<file path="src/rtl/sbt_pkg.sv">
// Shared constants and types for the source byte tokenizer.
package sbt_pkg;

   localparam int LINE_WIDTH = 16;
   localparam int COLUMN_WIDTH = 12;

   localparam logic [LINE_WIDTH-1:0] LINE_MAX = '1;
   localparam logic [COLUMN_WIDTH-1:0] COLUMN_MAX = '1;

   localparam int QUEUE_DEPTH = 4;
   localparam int COUNT_WIDTH = $clog2(QUEUE_DEPTH + 1);

   localparam logic [7:0] CHAR_SEMICOLON = 8'h3B;
   localparam logic [7:0] CHAR_LPAREN = 8'h28;
   localparam logic [7:0] CHAR_RPAREN = 8'h29;
   localparam logic [7:0] CHAR_LBRACE = 8'h7B;
   localparam logic [7:0] CHAR_RBRACE = 8'h7D;
   localparam logic [7:0] CHAR_COMMA = 8'h2C;
   localparam logic [7:0] CHAR_QUOTE = 8'h22;
   localparam logic [7:0] CHAR_SLASH = 8'h2F;
   localparam logic [7:0] CHAR_STAR = 8'h2A;
   localparam logic [7:0] CHAR_PLUS = 8'h2B;
   localparam logic [7:0] CHAR_MINUS = 8'h2D;
   localparam logic [7:0] CHAR_NEWLINE = 8'h0A;
   localparam logic [7:0] CHAR_SPACE = 8'h20;

   typedef enum logic [2:0] {
      KIND_WORD,
      KIND_DELIM,
      KIND_OP,
      KIND_QUOTE,
      KIND_BODY
   } kind_type;

   typedef struct packed {
      logic [7:0] lexeme_byte;
      logic lexeme_start;
      kind_type lexeme_kind;
      logic [LINE_WIDTH-1:0] line_number;
      logic [COLUMN_WIDTH-1:0] column_number;
      logic run_last;
      logic input_done;
   } lexeme_type;

endpackage

</file>
<file path="src/rtl/source_byte_tokenizer.sv">
// Streaming tokenizer that tags kept source bytes and strips comments.
// Results of an accepted byte are written into the result queue and presented on the rsp_ channel from its head.
// Throughput: one byte per cycle while req_stall is low; a byte that yields two results takes two queue entries.
// Results wait in a four-entry queue; req_stall rises when fewer than two entries are free.
// Reset: synchronous, active high; clears the queue and the scanner state (line 1, column 0).
module source_byte_tokenizer (
   input  logic clock,
   input  logic reset,
   input  logic req_valid,
   output logic req_stall,
   input  logic [7:0] req_text_byte,
   input  logic req_end_of_input,
   output logic rsp_valid,
   input  logic rsp_stall,
   output logic [7:0] rsp_lexeme_byte,
   output logic rsp_lexeme_start,
   output logic [2:0] rsp_lexeme_kind,
   output logic [sbt_pkg::LINE_WIDTH-1:0] rsp_line_number,
   output logic [sbt_pkg::COLUMN_WIDTH-1:0] rsp_column_number,
   output logic rsp_run_last,
   output logic rsp_input_done
);
   import sbt_pkg::*;

   typedef enum logic [2:0] {
      MODE_NORMAL,
      MODE_STRING,
      MODE_LINE_COMMENT,
      MODE_BLOCK,
      MODE_BLOCK_STAR
   } mode_type;

   mode_type mode_ff, mode_in;
   logic slash_pending_ff, slash_pending_in;
   logic [COLUMN_WIDTH-1:0] slash_column_ff, slash_column_in;
   logic word_open_ff, word_open_in;
   logic body_open_ff, body_open_in;
   logic [LINE_WIDTH-1:0] line_ff, line_in;
   logic [COLUMN_WIDTH-1:0] column_ff, column_in;
   logic [COUNT_WIDTH-1:0] count_ff, count_in;
   lexeme_type queue_ff [QUEUE_DEPTH];
   lexeme_type queue_in [QUEUE_DEPTH];

   logic accept, pop;
   logic [7:0] ch;
   logic [COLUMN_WIDTH-1:0] col;
   logic is_newline, is_slash, is_star, is_quote, is_delim, is_op, is_space;
   logic normal_go, slash_pre, slash_eoi, byte_emit;
   lexeme_type byte_res, slash_res, res0, res1;
   logic [1:0] res_count;
   logic [COUNT_WIDTH-1:0] count_pop;

   assign accept = req_valid && !req_stall;
   assign pop = rsp_valid && !rsp_stall;
   assign req_stall = count_ff > COUNT_WIDTH'(QUEUE_DEPTH - 2);

   assign ch = req_text_byte;
   assign col = (column_ff != COLUMN_MAX) ? column_ff + 1'b1 : column_ff;
   assign is_newline = ch == CHAR_NEWLINE;
   assign is_slash = ch == CHAR_SLASH;
   assign is_star = ch == CHAR_STAR;
   assign is_quote = ch == CHAR_QUOTE;
   assign is_space = ch == CHAR_SPACE;
   assign is_delim = ch == CHAR_SEMICOLON || ch == CHAR_LPAREN || ch == CHAR_RPAREN ||
                     ch == CHAR_LBRACE || ch == CHAR_RBRACE || ch == CHAR_COMMA;
   assign is_op = is_star || ch == CHAR_PLUS || ch == CHAR_MINUS;

   // In normal mode the byte is scanned unless it completes a comment opener.
   assign normal_go = mode_ff == MODE_NORMAL && !(slash_pending_ff && (is_slash || is_star));
   assign slash_pre = mode_ff == MODE_NORMAL && slash_pending_ff && !is_slash && !is_star;
   assign slash_eoi = mode_ff == MODE_NORMAL && !slash_pending_ff && is_slash &&
                      req_end_of_input;

   always_comb begin
      byte_emit = 1'b0;
      byte_res.lexeme_byte = ch;
      byte_res.lexeme_start = 1'b1;
      byte_res.lexeme_kind = KIND_WORD;
      byte_res.line_number = line_ff;
      byte_res.column_number = col;
      byte_res.run_last = 1'b0;
      byte_res.input_done = req_end_of_input;
      if (mode_ff == MODE_STRING) begin
         byte_emit = 1'b1;
         if (is_quote) begin
            byte_res.lexeme_kind = KIND_QUOTE;
         end else begin
            byte_res.lexeme_kind = KIND_BODY;
            byte_res.lexeme_start = !body_open_ff;
         end
      end else if (normal_go) begin
         priority if (is_slash || is_space || is_newline) begin
            byte_emit = 1'b0;
         end else if (is_delim) begin
            byte_emit = 1'b1;
            byte_res.lexeme_kind = KIND_DELIM;
         end else if (is_op) begin
            byte_emit = 1'b1;
            byte_res.lexeme_kind = KIND_OP;
         end else if (is_quote) begin
            byte_emit = 1'b1;
            byte_res.lexeme_kind = KIND_QUOTE;
         end else begin
            byte_emit = 1'b1;
            byte_res.lexeme_start = !word_open_ff;
         end
      end

      slash_res.lexeme_byte = CHAR_SLASH;
      slash_res.lexeme_start = 1'b1;
      slash_res.lexeme_kind = KIND_OP;
      slash_res.line_number = line_ff;
      slash_res.column_number = slash_pre ? slash_column_ff : col;
      slash_res.run_last = 1'b0;
      slash_res.input_done = req_end_of_input;

      res_count = 2'(slash_pre) + 2'(byte_emit) + 2'(slash_eoi);
      res0 = slash_pre ? slash_res : (byte_emit ? byte_res : slash_res);
      res1 = byte_res;
      if (res_count == 2'd2) begin
         res1.run_last = 1'b1;
      end else begin
         res0.run_last = 1'b1;
      end
   end

   always_comb begin
      mode_in = mode_ff;
      slash_pending_in = slash_pending_ff;
      slash_column_in = slash_column_ff;
      word_open_in = word_open_ff;
      body_open_in = body_open_ff;
      unique case (mode_ff)
         MODE_STRING: begin
            if (is_quote) begin
               mode_in = MODE_NORMAL;
               body_open_in = 1'b0;
            end else begin
               body_open_in = 1'b1;
            end
         end
         MODE_LINE_COMMENT: begin
            if (is_newline) begin
               mode_in = MODE_NORMAL;
            end
         end
         MODE_BLOCK: begin
            if (is_star) begin
               mode_in = MODE_BLOCK_STAR;
            end
         end
         MODE_BLOCK_STAR: begin
            if (is_slash) begin
               mode_in = MODE_NORMAL;
            end else if (!is_star) begin
               mode_in = MODE_BLOCK;
            end
         end
         default: begin
            slash_pending_in = !slash_pending_ff && is_slash;
            if (slash_pending_ff && is_slash) begin
               mode_in = MODE_LINE_COMMENT;
            end else if (slash_pending_ff && is_star) begin
               mode_in = MODE_BLOCK;
            end else begin
               word_open_in = !(is_slash || is_delim || is_op || is_quote || is_space ||
                                is_newline);
               if (is_slash) begin
                  slash_column_in = col;
               end
               if (is_quote) begin
                  mode_in = MODE_STRING;
                  body_open_in = 1'b0;
               end
            end
         end
      endcase

      if (is_newline) begin
         line_in = (line_ff != LINE_MAX) ? line_ff + 1'b1 : line_ff;
         column_in = '0;
      end else begin
         line_in = line_ff;
         column_in = col;
      end

      if (req_end_of_input) begin
         mode_in = MODE_NORMAL;
         slash_pending_in = 1'b0;
         slash_column_in = '0;
         word_open_in = 1'b0;
         body_open_in = 1'b0;
         line_in = LINE_WIDTH'(1);
         column_in = '0;
      end
   end

   always_comb begin
      count_pop = count_ff - COUNT_WIDTH'(pop);
      for (int i = 0; i < QUEUE_DEPTH; i++) begin
         if (pop && i < QUEUE_DEPTH - 1) begin
            queue_in[i] = queue_ff[i + 1];
         end else begin
            queue_in[i] = queue_ff[i];
         end
         if (accept && res_count != 2'd0 && count_pop == COUNT_WIDTH'(i)) begin
            queue_in[i] = res0;
         end
         if (accept && res_count == 2'd2 && count_pop + 1'b1 == COUNT_WIDTH'(i)) begin
            queue_in[i] = res1;
         end
      end
      count_in = count_pop + (accept ? COUNT_WIDTH'(res_count) : COUNT_WIDTH'(0));
   end

   always_ff @(posedge clock) begin
      if (reset) begin
         mode_ff <= MODE_NORMAL;
         slash_pending_ff <= 1'b0;
         slash_column_ff <= '0;
         word_open_ff <= 1'b0;
         body_open_ff <= 1'b0;
         line_ff <= LINE_WIDTH'(1);
         column_ff <= '0;
         count_ff <= '0;
      end else begin
         if (accept) begin
            mode_ff <= mode_in;
            slash_pending_ff <= slash_pending_in;
            slash_column_ff <= slash_column_in;
            word_open_ff <= word_open_in;
            body_open_ff <= body_open_in;
            line_ff <= line_in;
            column_ff <= column_in;
         end
         count_ff <= count_in;
      end
   end

   always_ff @(posedge clock) begin
      queue_ff <= queue_in;
   end

   assign rsp_valid = count_ff != '0;
   assign rsp_lexeme_byte = queue_ff[0].lexeme_byte;
   assign rsp_lexeme_start = queue_ff[0].lexeme_start;
   assign rsp_lexeme_kind = queue_ff[0].lexeme_kind;
   assign rsp_line_number = queue_ff[0].line_number;
   assign rsp_column_number = queue_ff[0].column_number;
   assign rsp_run_last = queue_ff[0].run_last;
   assign rsp_input_done = queue_ff[0].input_done;

   a_count_bound: assert property (@(posedge clock) disable iff (reset)
      count_ff <= COUNT_WIDTH'(QUEUE_DEPTH))
      else $error("result queue overflow");

   a_room_on_accept: assert property (@(posedge clock) disable iff (reset)
      accept |-> count_ff <= COUNT_WIDTH'(QUEUE_DEPTH - 2))
      else $error("transaction accepted without room for two results");

   a_slash_in_normal: assert property (@(posedge clock) disable iff (reset)
      slash_pending_ff |-> mode_ff == MODE_NORMAL)
      else $error("held slash outside normal mode");

   a_end_resets: assert property (@(posedge clock) disable iff (reset)
      accept && req_end_of_input |=> line_ff == LINE_WIDTH'(1) && !slash_pending_ff &&
      mode_ff == MODE_NORMAL)
      else $error("scanner state not cleared after final byte");

endmodule

</file>
<file path="config.mk">
export PLATFORM = sky130hd
export DESIGN_NAME = source_byte_tokenizer
export DESIGN_NICKNAME = d
export VERILOG_FILES = /design/src/rtl/sbt_pkg.sv /design/src/rtl/source_byte_tokenizer.sv
export SDC_FILE = /design/constraint.sdc
export NUM_CORES = 1
export LEC_CHECK = 0
export ABC_AREA = 1
export ABC_CLOCK_PERIOD_IN_PS = 4700
export BUFFER_PORTS_ARGS = -buffer_cell sky130_fd_sc_hd__buf_4
export CAP_MARGIN = 20
export CORE_MARGIN = 3
export CORE_UTILIZATION = 62
export DETAILED_ROUTE_END_ITERATION = 8
export PLACE_DENSITY = 0.81
export SETUP_SLACK_MARGIN = 0.02
export SLEW_MARGIN = 40
export SYNTH_ARGS = -nofsm -noshare
export SYNTH_HDL_FRONTEND = slang
export SYNTH_SLANG_ARGS = --single-unit
</file>
<file path="constraint.sdc">
create_clock -name clock -period 4.7 [get_ports clock]
set_input_delay 0.705 -clock clock [delete_from_list [all_inputs] [get_ports clock]]
set_output_delay 0.705 -clock clock [all_outputs]
set_load 0.05 [all_outputs]
</file>
==> summary.txt, run 1 <==
Slew headroom: 43.60%
# Post-CTS Setup Buffers: 0
routability cong.: 0.9229
area grow syn2layout: 10.05%
power per cell area: 670.3 nW/um2
endpoint class of the critical path: register
H-tree depth: 1
post-route setup TNS: 0 ns
max cap viols: 0
Die Ht: 138.4 um
RSZ-0062 raised after global routing: no
Worst EP required: 4.95 ns
CTS Buf Count: 23
clock-pin slew on the worst setup and hold paths: 0.06 ns
critical path class: in -> reg
Layout Skew: 0.007980 ns
syn_nets: 1223
number of port buffers: 56
most frequent cells in the layout: nand2_1 (363), edfxtp_1 (168), inv_1 (100), nor2_1 (72), o21ai_0 (69)
row cnt: 47
Setup-failing EPs final: 0
CTS max path bufs: 3
gr ovfl total: 0
Avg Cell Area, Syn: 9.042 um2
YS warnings: 0
CTS Hold Bufs: 0
CTS resizes: 0
Die W: 138.4 um
Synth Area in XOR/XNOR: 0.7944%
mapped cell area: 10870 um2
global-route wire length before repair: 40710 um
TritonCTS Sinks: 217
CTS tree: done
sequential share of the synthesized area: 55.45%
post-route minimum period: 3.922 ns
Total GRT Usage: 25.80%
Max Fanout on Critical Path: 15
Post-DP HPWL: 17510 um
status: finished, final reports clean
HP Class: reg -> reg
Pwr Total: 8.016 mW
CP Data Arrival Time: 4.17 ns
adder-cell share of the synthesized area: 1.059%
fin nets: 1235
period utilization: 83.45%
multiplexer share of the synthesized area: 0%
Simple-Gate Fraction of Synth Area: 23.39%
register bit total from synthesis: 217
Antenna Nets Post-Route: 0
DR vias/cell: 5.850
slew of the pin with the lowest slew margin: 0.8408 ns
root buf cell: clkbuf_16
Slew Viols, Final: 0
Die Footprint: 19150 um2
Post-Route WL: 25210 um
largest net degree at the start of global routing: 50
Cells after Synth: 1202
initial core utilization: 64.39%
core region area: 16880 um2
Final Hold Viols: 0
vias in the first global route: 7814
DR iter-0 viols: 1205
commonest non-fill, non-tap cell in the layout: nand2_1
Pleak: 4.715 nW
Peak VDD IR: 0.7079 mV
Clock Latency Late Sink: 0.50 ns
Yosys cell types: 45
DRC errors left: 0
main combinational cell family by area after synthesis: simple AND/OR/NAND/NOR gates
drt wl/cell: 17.38 um
Startpoint Class: primary input
vias post-DR: 8488
fraction of layout cells with a size suffix above 1: 13.73%
# IOs: 57
initial antenna violation count: 0
n_diodes: 0
post-synthesis compound-gate area fraction: 10.57%
max frequency: 255.0 MHz
DR pass1 iterations: 8
## cell usage after synthesis (all sizes together)
library cell | instances | area, um2
nand2 | 383 | 1483
edfxtp | 168 | 5045
inv | 109 | 409.1
o21ai | 92 | 471.7
nor2 | 91 | 449.2
buf | 68 | 484.2
nand3 | 68 | 390.4
dfxtp | 49 | 980.9
a21oi | 48 | 240.2
o211ai | 36 | 270.3
clkbuf | 14 | 52.55
nand4 | 14 | 87.58
nor3 | 14 | 86.34
o21bai | 7 | 52.55
xor2 | 7 | 61.31
a22oi | 6 | 45.04
ha | 6 | 75.07
o22ai | 5 | 31.28
or2 | 5 | 31.28
fa | 2 | 40.04
nand3b | 2 | 15.01
xnor2 | 2 | 25.03
a211oi | 1 | 7.510
a21boi | 1 | 7.510
a31oi | 1 | 6.260
clkinv | 1 | 3.750
o21a | 1 | 7.510
o221ai | 1 | 8.760
## sequential cells by signal (all words and copies together) (netlist names)
register / flops
word_open_ff: 1
slash_column_ff: 12
queue_ff: 126
line_ff: 16
mode_ff: 3
slash_pending_ff: 1
count_ff: 3
rsp_lexeme_kind: 3
rsp_input_done: 1
rsp_run_last: 1
column_ff: 12
rsp_column_number: 12
body_open_ff: 1
rsp_lexeme_byte: 8
rsp_line_number: 16
rsp_lexeme_start: 1
## cell type report
| class | count | area [um2] |
|---|---|---|
| Fill cell | 1170 | 4917 |
| Tap cell | 220 | 275.3 |
| Inverter | 110 | 412.9 |
| Sequential cell | 217 | 6026 |
| Multi-Input combinational cell | 793 | 3910 |
| Timing Repair Buffer | 69 | 555.5 |
| Clock inverter | 19 | 205.2 |
| Clock buffer | 23 | 575.6 |
## routing by layer
metal / share of wire [%] / wire [um] / vias up / track usage, %
met4: 1.8 / 459 / 0 / 6.968
li1: - / - / 4033 / -
met1: 43 / 10940 / 3871 / 40.48
met5: 0 / 0 / - / 0
met3: 12 / 3119 / 43 / 5.352
met2: 42 / 10690 / 541 / 36.69
## critical path, stage by stage
cell	delay (ns)
buf_4	0.14
inv_1	0.07
nand2_1	0.13
nor2_4	0.25
nand2_2	0.15
nand2_1	0.11
nand2_2	0.08
nand3_2	0.09
nand2_2	0.10
inv_1	0.09
fa_1	0.44
nand2_1	0.09
inv_1	0.11
nand2_1	0.10
nor2_2	0.05
nand2_2	0.18
inv_1	0.24
nor2_4	0.37
inv_1	0.23
o21ai_0	0.23
o21bai_1	0.15
inv_1	0.06
## final timing paths
| kind | startpoint | endpoint | slack [ns] | cells past startpoint |
|---|---|---|---|---|
| hold / removal | word_open_ff | word_open_ff | 0.46 | 2 |
| setup reg to reg | mode_ff[2] | rsp_column_number[6] | 0.97 | 18 |
| hold reg to reg | word_open_ff | word_open_ff | 0.46 | 2 |
| setup / recovery | req_text_byte[6] | rsp_column_number[6] | 0.78 | 22 |
## cells by family after synthesis
| group | after synthesis |
|---|---|
| flip-flops | 217 |
| AND/OR/NAND/NOR | 577 |
| AO/OA/AOI/OAI | 199 |
| adder cells (fa/ha/maj) | 8 |
| XOR/XNOR | 9 |
| buffers and inverters | 192 |
## per-stage QoR
stage	utilization (%)	cell area, um2	setup WS [ns]	std cells	hold WS, ns
3_3_place_gp	66.22	11180	0.5845	1409	0.4533
4_1_cts	70.85	11960	0.8363	1451	0.4676
3_5_place_dp	66.22	11180	0.4197	1409	0.4579
6_report	70.87	11960	0.7777	1451	0.4649
5_1_grt	70.87	11960	0.4997	1451	0.4834
2_1_floorplan	-	10870	0.5551	1202	0.4029
## power breakdown
part | switching, mW | internal [mW] | leakage, nW
clock network | 0.744 | 1.12 | 0.379
logic | 2.21 | 0.834 | 2.36
registers | 0.166 | 2.95 | 1.97
No activity file was read; power rests on OpenSTA's default activity.
==> run 2: changes to the inputs <==
- ABC_AREA: 1 -> 0
- ABC_CLOCK_PERIOD_IN_PS: 4700 -> 3900
- CORE_UTILIZATION: 62 -> 61
- PLACE_DENSITY: 0.81 -> 0.8
- clock period: 4.7 -> 3.9 ns (I/O delays scaled with it)
==> summary.txt, run 2 <==
final setup margin: 0.3351 ns
Yosys cell types: 77
Total GRT Usage: 26.69%
# IOs: 57
Post-synth top cells: nand2_1 (219), edfxtp_1 (168), nor2_1 (59)
DR pass1 iterations: 5
Die Ht: 137.6 um
Synth Flop Type: edfxtp_1
CTS Buf Count: 23
placed cells: 1267
DR iter-0 viols: 814
slew of the pin with the lowest slew margin: 0.7644 ns
post-route minimum period: 3.565 ns
Non-Filler Instances: 1309
H-tree depth: 1
drt wl/cell: 19.17 um
RSZ-0062 raised after global routing: no
CTS tree: done
HP Class: in -> reg
mapped cell area: 10560 um2
max FFs per register: 126
DRC errors left: 0
largest reg by FF count: queue_ff
Cells after Synth: 1021
Die W: 137.6 um
Pleak: 4.672 nW
status: finished, final reports clean
Clock Latency Late Sink: 0.52 ns
critical path's top delay family: simple AND/OR/NAND/NOR gates
GRT met2 Usage: 45.93%
root buf cell: clkbuf_16
CTS max path bufs: 3
Max Fanout on Critical Path: 12
final core occ: 73.39%
Antenna Nets Post-Route: 0
grt peak-use layer: met2
routability cong.: 0.9310
Worst path most repeated cell: ha_1
max frequency: 280.5 MHz
Synth top area share: 47.77%
CTS Hold Bufs: 0
Post-synth ARST share: 0%
count leader, synth: nand2_1
CP Data Arrival Time: 3.78 ns
period utilization: 91.41%
CTS resizes: 0
CP Buf/Inv Count: 3
critical path class: reg -> reg
sequential share of the synthesized area: 57.06%
syn_nets: 1042
Avg Cell Area, Syn: 10.34 um2
core region area: 16760 um2
TritonCTS Sinks: 217
initial antenna violation count: 0
CP peak stage delay: 0.49 ns
Post-DP HPWL: 17400 um
# Post-CTS Setup Buffers: 0
DR vias/cell: 6.201
cells along the critical path: or3_1 -> nand2b_4 -> inv_1 -> ha_1 -> ha_1 -> xnor2_1 -> ha_1 -> nand4bb_1 -> or4_1 -> o31a_2 -> buf_4 -> nand2_8 -> buf_12
Startpoint Class: register
Setup-failing EPs final: 0
top cells by area, synth: edfxtp_1 (48%), dfxtp_1 (9.3%), nand2_1 (7.8%), buf_4 (2.8%), a21oi_1 (2.4%)
commonest non-fill, non-tap cell in the layout: nand2_1
Final Hold Viols: 0
most frequent cells in the layout: nand2_1 (213), edfxtp_1 (168), buf_4 (108), nor2_1 (59), a21oi_1 (51)
YS warnings: 0
fraction of layout cells with a size suffix above 1: 18.37%
register bit total from synthesis: 217
max cap viols: 0
Worst EP required: 4.12 ns
initial core utilization: 63.01%
GR Util met1: 35.27%
Die Footprint: 18930 um2
clock-pin slew on the worst setup and hold paths: 0.06 ns
number of synthesized flops with an enable pin: 168
post-route setup TNS: 0 ns
vias in the first global route: 7744
largest net degree at the start of global routing: 43
vias post-DR: 8117
number of port buffers: 56
critical path's slowest cell: or4_1
Layout Skew: 0.02302 ns
power per cell area: 833.7 nW/um2
global-route wire length before repair: 39850 um
n_diodes: 0
gr ovfl total: 0
Slew headroom: 48.37%
area leader, netlist: edfxtp_1
area grow syn2layout: 16.48%
fin nets: 1093
global-route track usage on met3: 3.944%
pre-CTS setup slack: -0.05695 ns
Post-Route WL: 25090 um
Peak VDD IR: 0.5212 mV
Pwr Total: 10.25 mW
row cnt: 47
Slew Viols, Final: 0
endpoint class of the critical path: register
run 2: changes by cell type after synthesis, moves of 21 or more:
| cell | delta |
|---|---|
| nand2_1 | -148 |
| inv_1 | -79 |
| nand3_1 | -47 |
| clkbuf_1 | +34 |
| o211ai_1 | -24 |
| o21ai_0 | -21 |
run 2: logic make-up (layout without fill, tap and decap cells):
kind of cell             count (synthesis)  count (layout)  share of synthesized area [%]
AND/OR/NAND/NOR                        408             408                          17.94
XOR/XNOR                                 8               8                         0.6635
buffers and inverters                  120             188                          5.734
AO/OA/AOI/OAI                          245             245                          16.03
multiplexers                            15              15                          1.481
flip-flops                             217             217                          57.06
adder cells (fa/ha/maj)                  8               8                          1.090
run 2: metal layers:
metal	vias to the layer above	part of all wire (%)
met5	-	0
met4	0	2.3
met3	55	8.1
met2	361	49
met1	3853	40
li1	3848	-
run 2: final timing paths:
kind,startpoint,to,slack [ns],cells past startpoint
min reg2reg,word_open_ff,word_open_ff,0.48,2
max,count_ff[0],queue_ff[75],0.34,13
max reg2reg,count_ff[0],queue_ff[75],0.34,13
min,req_end_of_input,queue_ff[0],0.47,1
run 2: power breakdown:
group | internal (mW) | leakage, nW | total, mW | switching [mW]
sequential | 3.64 | 1.98 | 3.84 | 0.207
combinational | 1.49 | 2.34 | 4.32 | 2.84
clock | 1.20 | 0.355 | 2.09 | 0.891
run 2: cell type report:
class                           count  area, um2
Sequential cell                   217       6026
Fill cell                        1114       4459
Multi-Input combinational cell    684       4068
Timing Repair Buffer              124       1131
Clock buffer                       29      618.1
Tap cell                          220      275.3
Clock inverter                     13      100.1
Inverter                           22      82.58
run 2: through the flow:
stage | hold WS [ns] | area, um2
after detailed placement | 0.4737 | 11570
after global placement | 0.4604 | 11570
after global routing | 0.4683 | 12300
final | 0.4731 | 12300
after floorplan | 0.4064 | 10720
after CTS | 0.4543 | 12290
run 2: worst register-to-register path, delay by kind of cell (launching register included):
family          cells  cell delay [ns]
xor+xnor            1             0.17
compound gates      1             0.18
simple gates        5             1.49
buf+inv             3             0.42
fa+ha+maj           3             0.70
flops               1             0.33
